[src/rtl/core/tlr_pkg.sv]
// Shared constants, command and register codes, and types of the thick line rasterizer.
package tlr_pkg;

   // Coordinate and brush sizes
   localparam int COORD_W    = 12;
   localparam int MAX_RADIUS = 15;
   localparam int RADIUS_W   = 4;
   localparam int BRUSH_W    = $clog2(2 * MAX_RADIUS + 2);
   localparam int ERR_W      = COORD_W + 3;

   // Configuration and payload widths
   localparam int COLOR_W    = 24;
   localparam int STRIDE_W   = 15;
   localparam int PBYTES_W   = 3;
   localparam int OFFSET_W   = 26;
   localparam int ROW_PROD_W = COORD_W + STRIDE_W;
   localparam int COL_PROD_W = COORD_W + PBYTES_W;

   // Configuration port
   localparam int CSR_DATA_W = 32;
   localparam int CSR_ADDR_W = 4;

   // Reset values of the registers
   localparam logic [RADIUS_W-1:0] RADIUS_RESET = '0;
   localparam logic [COLOR_W-1:0]  COLOR_RESET  = 24'hFFFF00;
   localparam logic [STRIDE_W-1:0] STRIDE_RESET = 15'd768;
   localparam logic [PBYTES_W-1:0] PBYTES_RESET = 3'd3;

   typedef enum logic {
      CMD_LOAD = 1'b0,
      CMD_STEP = 1'b1
   } cmd_type;

   typedef enum logic [1:0] {
      REG_BRUSH_RADIUS = 2'd0,
      REG_PEN_COLOR    = 2'd1,
      REG_ROW_STRIDE   = 2'd2,
      REG_PIXEL_BYTES  = 2'd3
   } reg_index_type;

   // One brush pixel on its way to the offset stage
   typedef struct packed {
      logic [COORD_W-1:0] x;
      logic [COORD_W-1:0] y;
      logic               last;
   } pixel_type;

endpackage

[src/rtl/core/thick_line_rasterizer_unit.sv]
// Top level of the thick line rasterizer: registers, walker, offset stage and result register.
//
//  channel  direction  handshake             payload
//  req      in         req_valid/req_stall   command, x_start, y_start, x_end, y_end
//  rsp      out        rsp_valid/rsp_stall   pixel_x, pixel_y, byte_offset, pixel_color,
//                                            last_pixel
//  csr      in/out     psel/penable/pready   paddr, pwrite, pwdata, prdata
//
// One item is accepted per clock while req_stall is low; a step item's pixel is registered
// after the walker stage and again after the offset multiply stage. Load items and steps while
// idle yield nothing. Reset clears the walk and both valid flags and restores the
// register defaults. req_stall rises only while both the offset stage and the result
// register are full and rsp_stall holds the result.
module thick_line_rasterizer_unit (
   input  logic                           clock,
   input  logic                           reset,
   input  logic                           req_valid,
   output logic                           req_stall,
   input  logic                           req_command,
   input  logic [tlr_pkg::COORD_W-1:0]    req_x_start,
   input  logic [tlr_pkg::COORD_W-1:0]    req_y_start,
   input  logic [tlr_pkg::COORD_W-1:0]    req_x_end,
   input  logic [tlr_pkg::COORD_W-1:0]    req_y_end,
   output logic                           rsp_valid,
   input  logic                           rsp_stall,
   output logic [tlr_pkg::COORD_W-1:0]    rsp_pixel_x,
   output logic [tlr_pkg::COORD_W-1:0]    rsp_pixel_y,
   output logic [tlr_pkg::OFFSET_W-1:0]   rsp_byte_offset,
   output logic [tlr_pkg::COLOR_W-1:0]    rsp_pixel_color,
   output logic                           rsp_last_pixel,
   input  logic                           psel,
   input  logic                           penable,
   input  logic                           pwrite,
   input  logic [tlr_pkg::CSR_ADDR_W-1:0] paddr,
   input  logic [tlr_pkg::CSR_DATA_W-1:0] pwdata,
   output logic [tlr_pkg::CSR_DATA_W-1:0] prdata,
   output logic                           pready
);
   import tlr_pkg::*;

   // Configuration registers
   logic [RADIUS_W-1:0]  radius_ff;
   logic [COLOR_W-1:0]   color_ff;
   logic [STRIDE_W-1:0]  stride_ff;
   logic [PBYTES_W-1:0]  pbytes_ff;
   logic                 csr_write;
   reg_index_type        csr_index;

   // Pipeline
   logic                 accept;
   logic                 emit;
   pixel_type            walk_pixel;
   logic                 s1_open;
   logic                 out_open;
   logic                 s1_valid_ff, s1_valid_in;
   pixel_type            s1_pixel_ff;
   logic [OFFSET_W-1:0]  row_term;
   logic [OFFSET_W-1:0]  col_term;
   logic                 rsp_valid_ff;
   logic [COORD_W-1:0]   rsp_x_ff;
   logic [COORD_W-1:0]   rsp_y_ff;
   logic [OFFSET_W-1:0]  rsp_offset_ff;
   logic [COLOR_W-1:0]   rsp_color_ff;
   logic                 rsp_last_ff;

   // Register access decode
   always_comb begin
      pready    = 1'b1;
      csr_index = reg_index_type'(paddr[3:2]);
      csr_write = psel && penable && pwrite;
   end

   // Write registers
   always_ff @(posedge clock) begin
      if (reset) begin
         radius_ff <= RADIUS_RESET;
         color_ff  <= COLOR_RESET;
         stride_ff <= STRIDE_RESET;
         pbytes_ff <= PBYTES_RESET;
      end else if (csr_write) begin
         case (csr_index)
            REG_BRUSH_RADIUS: radius_ff <= pwdata[RADIUS_W-1:0];
            REG_PEN_COLOR:    color_ff  <= pwdata[COLOR_W-1:0];
            REG_ROW_STRIDE:   stride_ff <= pwdata[STRIDE_W-1:0];
            REG_PIXEL_BYTES:  pbytes_ff <= pwdata[PBYTES_W-1:0];
            default: ;
         endcase
      end
   end

   // Read back registers
   always_comb begin
      case (csr_index)
         REG_BRUSH_RADIUS: prdata = CSR_DATA_W'(radius_ff);
         REG_PEN_COLOR:    prdata = CSR_DATA_W'(color_ff);
         REG_ROW_STRIDE:   prdata = CSR_DATA_W'(stride_ff);
         REG_PIXEL_BYTES:  prdata = CSR_DATA_W'(pbytes_ff);
         default:          prdata = '0;
      endcase
   end

   // Flow control: a stage opens when it is empty or its item moves on
   always_comb begin
      out_open    = !rsp_valid_ff || !rsp_stall;
      s1_open     = !s1_valid_ff || out_open;
      req_stall   = !s1_open;
      accept      = req_valid && s1_open;
      s1_valid_in = accept ? emit : (out_open ? 1'b0 : s1_valid_ff);
   end

   tlr_walker u_walker (
      .clock        (clock),
      .reset        (reset),
      .accept       (accept),
      .command      (req_command),
      .x_start      (req_x_start),
      .y_start      (req_y_start),
      .x_end        (req_x_end),
      .y_end        (req_y_end),
      .brush_radius (radius_ff),
      .emit         (emit),
      .pixel        (walk_pixel)
   );

   // Hold the walker's pixel for the offset stage
   always_ff @(posedge clock) begin
      if (reset) begin
         s1_valid_ff <= 1'b0;
      end else begin
         s1_valid_ff <= s1_valid_in;
      end
   end

   always_ff @(posedge clock) begin
      if (accept) begin
         s1_pixel_ff <= walk_pixel;
      end
   end

   // Frame byte offset, wrapped to the offset width
   always_comb begin
      row_term = OFFSET_W'(ROW_PROD_W'(s1_pixel_ff.y) * ROW_PROD_W'(stride_ff));
      col_term = OFFSET_W'(COL_PROD_W'(s1_pixel_ff.x) * COL_PROD_W'(pbytes_ff));
   end

   // Result register
   always_ff @(posedge clock) begin
      if (reset) begin
         rsp_valid_ff <= 1'b0;
      end else if (out_open) begin
         rsp_valid_ff <= s1_valid_ff;
      end
   end

   always_ff @(posedge clock) begin
      if (out_open && s1_valid_ff) begin
         rsp_x_ff      <= s1_pixel_ff.x;
         rsp_y_ff      <= s1_pixel_ff.y;
         rsp_offset_ff <= row_term + col_term;
         rsp_color_ff  <= color_ff;
         rsp_last_ff   <= s1_pixel_ff.last;
      end
   end

   // Drive the result channel
   always_comb begin
      rsp_valid       = rsp_valid_ff;
      rsp_pixel_x     = rsp_x_ff;
      rsp_pixel_y     = rsp_y_ff;
      rsp_byte_offset = rsp_offset_ff;
      rsp_pixel_color = rsp_color_ff;
      rsp_last_pixel  = rsp_last_ff;
   end

endmodule

[src/rtl/core/tlr_walker.sv]
// Line walk and brush scan: one brush pixel per accepted step item while a line is loaded.
module tlr_walker (
   input  logic                         clock,
   input  logic                         reset,
   input  logic                         accept,
   input  logic                         command,
   input  logic [tlr_pkg::COORD_W-1:0]  x_start,
   input  logic [tlr_pkg::COORD_W-1:0]  y_start,
   input  logic [tlr_pkg::COORD_W-1:0]  x_end,
   input  logic [tlr_pkg::COORD_W-1:0]  y_end,
   input  logic [tlr_pkg::RADIUS_W-1:0] brush_radius,
   output logic                         emit,
   output tlr_pkg::pixel_type           pixel
);
   import tlr_pkg::*;

   // Walk state; the brush center always sits on the walk point
   logic                      busy_ff, busy_in;
   logic [COORD_W-1:0]        walk_x_ff, walk_x_in;
   logic [COORD_W-1:0]        walk_y_ff, walk_y_in;
   logic [COORD_W-1:0]        stop_x_ff, stop_x_in;
   logic [COORD_W-1:0]        stop_y_ff, stop_y_in;
   logic                      neg_ff, neg_in;
   logic                      steep_ff, steep_in;
   logic signed [ERR_W-1:0]   err_ff, err_in;
   logic [COORD_W-1:0]        major_ff, major_in;
   logic [COORD_W-1:0]        minor_ff, minor_in;
   logic [BRUSH_W-1:0]        col_ff, col_in;
   logic [BRUSH_W-1:0]        row_ff, row_in;
   logic                      phase_ff, phase_in;

   logic [BRUSH_W-1:0]        radius_sat;
   logic [BRUSH_W-1:0]        span;
   logic                      at_end;
   logic                      brush_done;
   logic [COORD_W-1:0]        x_moved;
   logic signed [ERR_W-1:0]   err_up;
   logic signed [ERR_W-1:0]   err_down;
   logic                      err_le_zero;

   // Load setup terms
   logic                      ld_swap;
   logic [COORD_W-1:0]        ld_x1, ld_y1, ld_x2, ld_y2;
   logic                      ld_neg;
   logic [COORD_W-1:0]        ld_dx, ld_dy;
   logic                      ld_steep;
   logic [COORD_W-1:0]        ld_major, ld_minor;

   // Brush geometry and end tests
   always_comb begin
      radius_sat  = (32'(brush_radius) > 32'(MAX_RADIUS)) ? BRUSH_W'(MAX_RADIUS)
                                                          : BRUSH_W'(brush_radius);
      span        = BRUSH_W'({radius_sat, 1'b0});
      at_end      = steep_ff ? (walk_y_ff == stop_y_ff) : (walk_x_ff == stop_x_ff);
      brush_done  = (col_ff >= span) && (row_ff >= span);
      x_moved     = neg_ff ? (walk_x_ff - COORD_W'(1)) : (walk_x_ff + COORD_W'(1));
      err_up      = err_ff + ERR_W'({minor_ff, 1'b0});
      err_down    = err_ff + ERR_W'({minor_ff, 1'b0}) - ERR_W'({major_ff, 1'b0});
      err_le_zero = err_ff[ERR_W-1] || (err_ff == '0);
   end

   // Pixel under the brush for this step
   always_comb begin
      emit       = accept && (command == CMD_STEP) && busy_ff;
      pixel.x    = COORD_W'(walk_x_ff + COORD_W'(col_ff) - COORD_W'(radius_sat));
      pixel.y    = COORD_W'(walk_y_ff + COORD_W'(row_ff) - COORD_W'(radius_sat));
      pixel.last = brush_done && !phase_ff && at_end;
   end

   // Order endpoints so y rises and set up the Bresenham terms
   always_comb begin
      ld_swap  = y_start > y_end;
      ld_x1    = ld_swap ? x_end   : x_start;
      ld_y1    = ld_swap ? y_end   : y_start;
      ld_x2    = ld_swap ? x_start : x_end;
      ld_y2    = ld_swap ? y_start : y_end;
      ld_neg   = ld_x1 > ld_x2;
      ld_dx    = ld_neg ? (ld_x1 - ld_x2) : (ld_x2 - ld_x1);
      ld_dy    = ld_y2 - ld_y1;
      ld_steep = ld_dy > ld_dx;
      ld_major = ld_steep ? ld_dy : ld_dx;
      ld_minor = ld_steep ? ld_dx : ld_dy;
   end

   // Next walk state
   always_comb begin
      busy_in   = busy_ff;
      walk_x_in = walk_x_ff;
      walk_y_in = walk_y_ff;
      stop_x_in = stop_x_ff;
      stop_y_in = stop_y_ff;
      neg_in    = neg_ff;
      steep_in  = steep_ff;
      err_in    = err_ff;
      major_in  = major_ff;
      minor_in  = minor_ff;
      col_in    = col_ff;
      row_in    = row_ff;
      phase_in  = phase_ff;
      if (accept && (command == CMD_LOAD)) begin
         busy_in   = 1'b1;
         walk_x_in = ld_x1;
         walk_y_in = ld_y1;
         stop_x_in = ld_x2;
         stop_y_in = ld_y2;
         neg_in    = ld_neg;
         steep_in  = ld_steep;
         major_in  = ld_major;
         minor_in  = ld_minor;
         err_in    = ERR_W'({ld_minor, 1'b0}) - ERR_W'(ld_major);
         col_in    = '0;
         row_in    = '0;
         phase_in  = 1'b0;
      end else if (emit) begin
         if (!brush_done) begin
            // advance the scan: columns inner, rows outer
            if (col_ff >= span) begin
               col_in = '0;
               row_in = row_ff + BRUSH_W'(1);
            end else begin
               col_in = col_ff + BRUSH_W'(1);
            end
         end else begin
            col_in = '0;
            row_in = '0;
            if (phase_ff) begin
               // minor step after the extra brush
               if (steep_ff) begin
                  walk_x_in = x_moved;
               end else begin
                  walk_y_in = walk_y_ff + COORD_W'(1);
               end
               err_in   = err_down;
               phase_in = 1'b0;
            end else if (at_end) begin
               busy_in = 1'b0;
            end else begin
               // main-axis step; an extra brush comes first when error is positive
               if (steep_ff) begin
                  walk_y_in = walk_y_ff + COORD_W'(1);
               end else begin
                  walk_x_in = x_moved;
               end
               if (err_le_zero) begin
                  err_in   = err_up;
                  phase_in = 1'b0;
               end else begin
                  phase_in = 1'b1;
               end
            end
         end
      end
   end

   // Hold walk state
   always_ff @(posedge clock) begin
      if (reset) begin
         busy_ff   <= 1'b0;
         walk_x_ff <= '0;
         walk_y_ff <= '0;
         stop_x_ff <= '0;
         stop_y_ff <= '0;
         neg_ff    <= 1'b0;
         steep_ff  <= 1'b0;
         err_ff    <= '0;
         major_ff  <= '0;
         minor_ff  <= '0;
         col_ff    <= '0;
         row_ff    <= '0;
         phase_ff  <= 1'b0;
      end else begin
         busy_ff   <= busy_in;
         walk_x_ff <= walk_x_in;
         walk_y_ff <= walk_y_in;
         stop_x_ff <= stop_x_in;
         stop_y_ff <= stop_y_in;
         neg_ff    <= neg_in;
         steep_ff  <= steep_in;
         err_ff    <= err_in;
         major_ff  <= major_in;
         minor_ff  <= minor_in;
         col_ff    <= col_in;
         row_ff    <= row_in;
         phase_ff  <= phase_in;
      end
   end

endmodule

[config.mk]
export PLATFORM = sky130hd
export DESIGN_NAME = thick_line_rasterizer_unit
export DESIGN_NICKNAME = d
export VERILOG_FILES = /design/src/rtl/core/tlr_pkg.sv /design/src/rtl/core/thick_line_rasterizer_unit.sv /design/src/rtl/core/tlr_walker.sv
export SDC_FILE = /design/constraint.sdc
export NUM_CORES = 1
export LEC_CHECK = 0
export ABC_AREA = 1
export BUFFER_PORTS_ARGS = -buffer_cell sky130_fd_sc_hd__clkbuf_2
export CAP_MARGIN = 20
export CORE_MARGIN = 2
export CORE_UTILIZATION = 60
export DETAILED_ROUTE_END_ITERATION = 6
export GPL_TIMING_DRIVEN = 1
export PLACE_DENSITY = 0.8
export SYNTH_ARGS = -nofsm -noshare
export SYNTH_HDL_FRONTEND = slang
export SYNTH_SLANG_ARGS = --single-unit
[constraint.sdc]
create_clock -name clock -period 9.4 [get_ports clock]
set_clock_uncertainty 0.05 [all_clocks]
set_input_delay 1.88 -clock clock [delete_from_list [all_inputs] [get_ports clock]]
set_output_delay 1.88 -clock clock [all_outputs]
set_load 0.1 [all_outputs]
==> out/results.ini, run 1 <==
[timing]
finalSetupTns_ns = 0
fin_crit_sh_pct = 87.60
relSlewSlack_pct = 26.93
hold_violations = 0
rsz0062_at_grt = false
hold_slack_ns = 0.3804
period_needed_ns = 8.234
setup_violations = 0
finalMaxSlewViolations = 0
clock.fmax_ghz = 0.1214
worst_pin_slew_ns = 1.089

[detailed_routing]
drtIter0Drc = 1599
first_pass_iters = 7
viasPerCell = 5.566
drc = 1
drtAntennaViolNets = 0
route.vias.total = 20200
wire_per_inst_um = 16.71
wl_um = 60650

[clocking]
cts_resized = 0
clk_path_buf_depth = 3
clk_latency_ns = 0.57
path_clk_slew_ns = 0.06
numClockSinks = 249
cts_buffers = 27
root_buffer = clkbuf_16
postCtsHoldBufs = 0
cts_tree = built
cts_setup_buffers = 0
htree_num_levels = 1

[pwr]
power.leakage_nw = 13.04
p_per_area_nw_per_um2 = 319.7
p_clk_share_pct = 12.9
switchingPower_mw = 3.939
switching_share_pct = 49.18
ir_worst_vdd_mv = 0.3107
sequentialPowerShare_pct = 21.1
pwr-share-comb_pct = 66.0
p_int_mw = 4.071

[floorplanning]
start_util_pct = 60.99
fp.dieW_um = 199.9
core-area_um2 = 37760
die-area_um2 = 39960
die_h_um = 199.9
pin_count = 202
row_count = 71

[worst_setup_path]
crit_path_top_delay_cell = o21ai_0
critPathMostFrequentCell = nand2_1
r2r-end = rsp_byte_offset[25]
path_class = in2reg
worstReg2RegStart = s1_pixel_ff[1]
cp.arrival_ns = 8.61
reg2reg_depth = 30
start_kind = input port
cp-end-kind = flip-flop
path_max_fanout = 42
crit_required_ns = 9.77
cpPeakStageDelay_ns = 0.54
rrSetupSlack_ns = 2.41

[hold_path]
hold_path_depth = 0
holdCritPathClass = reg2reg
hold_end = rsp_pixel_color[23]
hold_start = color_ff[23]

[synth]
synth_seq_cells = 249
synthTopCellsByArea = fa_1, edfxtp_1, dfxtp_1
synth.top_cells.by_count = nand2_1, inv_1, ha_1
synth-seq-area-share_pct = 25.99
avgSynthCellArea_um2 = 7.772
netlist_area_um2 = 23030
synthCells = 2963
yosys.area.top_type = fa_1
synth_edf_count = 100
synth-async-reset-ratio_pct = 0
ys_warn_count = 0
yosysTopAreaCellShare_pct = 15.30
ys_types = 67
yosysMostFrequentCell = nand2_1
ys.flop_type = dfxtp_1

[placed_design]
dp.cells = 3579
gp_congestion = 1.024
dp_hpwl_um = 48390
io_buffers = 182

[outcome]
violations = design-rule violations
outcome = finished with violations

[flow_run]
maxCapViolCount = 0

[finish]
diodes = 0
area_delta_synth_final_pct = 8.807
instances_no_fill = 3629
layout-drive-gt1-share_pct = 10.68
final_nets = 3562

[global_routing]
grt_pass1_vias = 20080
grt_max_degree = 71
overflow = 0
grt_pass1_wl_um = 99190
antenna_found_initial = 1
grt_use_total_pct = 31.10

## critical path: cells and delay by family
family	cells	cell delay (ns)
AND/OR/NAND/NOR	18	2.58
AO/OA/AOI/OAI	9	1.45
buffers and inverters	8	1.31
adder cells (fa/ha/maj)	3	0.96
XOR/XNOR	1	0.41
## how the worst max path moves through the flow
stage                      start             endpoint  slack [ns]
floorplan           req_y_end[8]  u_walker.err_ff[10]        2.22
finish              req_y_end[5]  u_walker.err_ff[14]        1.17
global route        req_y_end[5]  u_walker.err_ff[11]        0.59
global placement    req_y_end[5]  u_walker.err_ff[13]        0.95
CTS                 req_y_end[5]  u_walker.err_ff[13]        1.33
detailed placement  req_y_end[5]  u_walker.err_ff[13]        0.80
## state kept, by name, indices dropped and copies added (netlist names), 15 cells and up
signal and cells:
rsp_byte_offset 26, color_ff 24, rsp_pixel_color 24, u_walker.err_ff 15, s1_pixel_ff 25, stride_ff 15
## power by group through the flow
| stage | registers [mW] | logic (mW) | clock network (mW) |
|---|---|---|---|
| after detailed placement | 1.71 | 5.18 | 0 |
| after floorplan | 1.71 | 4.01 | 0 |
| after global routing | 1.71 | 5.97 | 1.08 |
| after global placement | 1.70 | 4.96 | 0 |
| after CTS | 1.68 | 5.24 | 1.04 |
| final | 1.69 | 5.29 | 1.03 |
## area by class of cell
type	count	area (µm²)
clock inverter	8	88.84
multi-input combinational	2048	14410
tap	511	639.4
clock buffer	41	748.2
timing repair buffer	197	1023
fill	3117	12700
sequential	249	5986
inverter	575	2158
## cells in the final DEF (no fill, tap or decap), types with 80 or more instances in the layout
cell type and count:
nand2_1 676, inv_1 557, ha_1 196, clkbuf_2 182, nor2_1 178, fa_1 176, dfxtp_1 149, o21ai_0 133
a21oi_1 130, nand3_1 117, edfxtp_1 100, xor2_1 80
## metrics by stage
| step | setup WS, ns | cell area, µm² | power [mW] | util (%) |
|---|---|---|---|---|
| after floorplan | 2.223 | 23050 | 5.714 | - |
| after global placement | 0.9465 | 24210 | 6.656 | 64.13 |
| after detailed placement | 0.7950 | 24210 | 6.885 | 64.13 |
| after CTS | 1.326 | 25050 | 7.960 | 66.35 |
| after global routing | 0.5946 | 25060 | 8.760 | 66.37 |
| final | 1.166 | 25060 | 8.010 | 66.37 |
## routing by layer
layer  up-vias  track usage [%]  routed length, µm
met5         -                0                 13
li1       9728                -                  -
met1      9555            40.44              25210
met3       151            3.663               4020
met4         2            11.69               2321
met2       762            53.41              29080
## cells by family (layout without fill, tap and decap cells)
family | count (synthesis) | in the layout | share of synthesized area, %
compound gates | 469 | 469 | 12.40
xor+xnor | 106 | 106 | 4.064
fa+ha+maj | 372 | 372 | 25.95
buf+inv | 673 | 821 | 11.61
flops | 249 | 249 | 25.99
mux | 1 | 1 | 0.04347
other cells | 2 | 9 | 0.03261
simple gates | 1091 | 1091 | 19.91
Power figures use the tool's default switching activity.
==> run 2: changes to the inputs <==
--- a/config.mk
+++ b/config.mk
@@ -11,7 +11,9 @@
 export CORE_MARGIN = 2
 export CORE_UTILIZATION = 60
+export CTS_BUF_LIST = sky130_fd_sc_hd__clkbuf_16
 export DETAILED_ROUTE_END_ITERATION = 6
 export GPL_TIMING_DRIVEN = 1
 export PLACE_DENSITY = 0.8
+export REMOVE_ABC_BUFFERS = 1
 export SYNTH_ARGS = -nofsm -noshare
 export SYNTH_HDL_FRONTEND = slang
==> constraint.sdc (replaced) <==
create_clock -name clock -period 9.4 [get_ports clock]
set_clock_uncertainty 0.05 [all_clocks]
set_input_delay 2.35 -clock clock [delete_from_list [all_inputs] [get_ports clock]]
set_output_delay 2.35 -clock clock [all_outputs]
set_load 0.1 [all_outputs]
==> out/results.ini, run 2 (synthesis gave the netlist of run 1 again) <==
[timing]
worst_pin_slew_ns = 0.8950  ; was 1.089 ns
relSlewSlack_pct = 39.87  ; was 26.93%
finalSetupTns_ns = 0  ; unchanged
period_needed_ns = 8.552  ; was 8.234 ns
finalMaxSlewViolations = 0  ; unchanged
hold_violations = 0  ; unchanged
clock.fmax_ghz = 0.1169  ; was 0.1214 GHz
rsz0062_at_grt = false  ; unchanged
setup_violations = 0  ; unchanged
fin_crit_sh_pct = 90.98  ; was 87.60%

[clocking]
root_buffer = clkbuf_16  ; unchanged
cts_setup_buffers = 0  ; unchanged
postCtsHoldBufs = 0  ; unchanged
numClockSinks = 249  ; unchanged
path_clk_slew_ns = 0.06  ; about the same
cts_buffers = 28  ; was 27
clk_path_buf_depth = 3  ; unchanged
cts_tree = built  ; unchanged
htree_num_levels = 1  ; unchanged
cts_resized = 0  ; unchanged
clk_latency_ns = 0.58  ; was 0.57 ns

[global_routing]
antenna_found_initial = 0  ; was 1
grt_pass1_vias = 20040  ; was 20080
met1_usage_pct = 40.89  ; was 40.44%
grt_use_total_pct = 31.20  ; was 31.10%
gr-usage-met3_pct = 3.377  ; was 3.663%
grt_pass1_wl_um = 99200  ; was 99190 µm
overflow = 0  ; unchanged
grt-busiest-layer = met2  ; unchanged
gr-usage-met2_pct = 53.95  ; was 53.41%
grt_max_degree = 71  ; unchanged

[detailed_routing]
wire_per_inst_um = 16.87  ; was 16.71 µm
viasPerCell = 5.593  ; was 5.566
first_pass_iters = 6  ; was 7
wl_um = 61370  ; was 60650 µm
drc = 0  ; was 1
drtIter0Drc = 1485  ; was 1599
route.vias.total = 20350  ; was 20200
drtAntennaViolNets = 0  ; unchanged

[worst_setup_path]
worstReg2RegStart = s1_pixel_ff[1]  ; unchanged
crit_path_top_delay_cell = nand2_4  ; was o21ai_0
path_max_fanout = 42  ; unchanged
cpPeakStageDelay_ns = 0.46  ; was 0.54 ns
cp.arrival_ns = 9.03  ; was 8.61 ns
cp-end-kind = flip-flop  ; unchanged
critPathMostFrequentCell = nand2_1  ; unchanged
crit_required_ns = 9.87  ; was 9.77 ns
rrSetupSlack_ns = 2.19  ; was 2.41 ns
start_kind = input port  ; unchanged
path_class = in2reg  ; unchanged
reg2reg_depth = 30  ; unchanged
r2r-end = rsp_byte_offset[24]  ; was rsp_byte_offset[25]

[finish]
layout-drive-gt1-share_pct = 11.13  ; was 10.68%
final_nets = 3569  ; was 3562
stdcell_area_um2 = 25230  ; was 25060 µm²
final.fill_count = 3169  ; was 3117
area_delta_synth_final_pct = 9.579  ; was 8.807%
final_common_cell = nand2_1  ; unchanged
largest_reg_flops = 26  ; unchanged
instances_no_fill = 3638  ; was 3629
mostFrequentLayoutCells = nand2_1, inv_1, ha_1  ; unchanged
diodes = 0  ; unchanged

[floorplanning]
die-area_um2 = 39960  ; unchanged
fp.dieW_um = 199.9  ; unchanged
core-area_um2 = 37760  ; unchanged
die_h_um = 199.9  ; unchanged
row_count = 71  ; unchanged
start_util_pct = 60.99  ; unchanged
pin_count = 202  ; unchanged

[pwr]
p_per_area_nw_per_um2 = 323.0  ; was 319.7 nW/µm²
ir_worst_vdd_mv = 0.2733  ; was 0.3107 mV
power.leakage_nw = 13.15  ; was 13.04 nW
p_total_mw = 8.151  ; was 8.010 mW

[outcome]
outcome = complete, no violations  ; was finished with violations

[hold_path]
hold_end = rsp_pixel_color[19]  ; was rsp_pixel_color[23]
hold_path_depth = 0  ; unchanged
hold_start = color_ff[19]  ; was color_ff[23]
holdCritPathClass = reg2reg  ; unchanged

[placed_design]
postPlaceCellArea_um2 = 24230  ; was 24210 µm²
dp.cells = 3582  ; was 3579
io_buffers = 182  ; unchanged
dp_hpwl_um = 48790  ; was 48390 µm
gp_congestion = 1.040  ; was 1.024

[flow_run]
maxCapViolCount = 0  ; unchanged

[run 2: critical path: cells and delay by family]
family | cells | cell delay [ns]
AND/OR/NAND/NOR | 24 | 3.08
XOR/XNOR | 1 | 0.41
buffers and inverters | 8 | 0.90
AO/OA/AOI/OAI | 7 | 1.09
adder cells (fa/ha/maj) | 3 | 1.16
[run 2: final cells by class]
| cell class | instances | area, µm² | area share (%) |
|---|---|---|---|
| clock buffer | 30 | 750.7 | 2.975 |
| inverter | 575 | 2158 | 8.553 |
| tap | 511 | 639.4 | 2.534 |
| clock inverter | 22 | 182.7 | 0.7239 |
| sequential | 249 | 5986 | 23.72 |
| multi-input combinational | 2048 | 14410 | 57.12 |
| timing repair buffer | 203 | 1105 | 4.378 |
[run 2: power breakdown]
part           internal (mW)  total, mW  switching, mW
clock network          0.634       1.10          0.466
registers               1.46       1.69          0.234
logic                   2.04       5.36           3.32
[run 2: worst max-delay path by stage]
stage	from	endpoint	cells after the start
6_report	req_y_end[3]	u_walker.err_ff[10]	43
5_1_grt	req_y_end[3]	u_walker.err_ff[12]	41
4_1_cts	req_y_end[3]	u_walker.err_ff[10]	43
3_5_place_dp	req_y_end[3]	u_walker.err_ff[10]	43
3_3_place_gp	req_y_end[3]	u_walker.err_ff[10]	44
2_1_floorplan	req_y_end[8]	u_walker.err_ff[10]	44
[run 2: through the flow]
| step | hold slack, ns | utilization, % | setup WS (ns) |
|---|---|---|---|
| 2_1_floorplan | 0.3503 | - | 0.6643 |
| 3_3_place_gp | 0.3613 | 64.17 | 0.4695 |
| 3_5_place_dp | 0.3687 | 64.19 | 0.3715 |
| 4_1_cts | 0.3842 | 66.66 | 0.9553 |
| 5_1_grt | 0.4038 | 66.84 | 0.2496 |
| 6_report | 0.3844 | 66.84 | 0.8478 |
[run 2: routing by layer]
| layer | part of all wire (%) | up-vias |
|---|---|---|
| met5 | 0 | - |
| met4 | 3.3 | 0 |
| met3 | 7.3 | 131 |
| met2 | 48 | 821 |
| met1 | 42 | 9660 |
| li1 | - | 9736 |
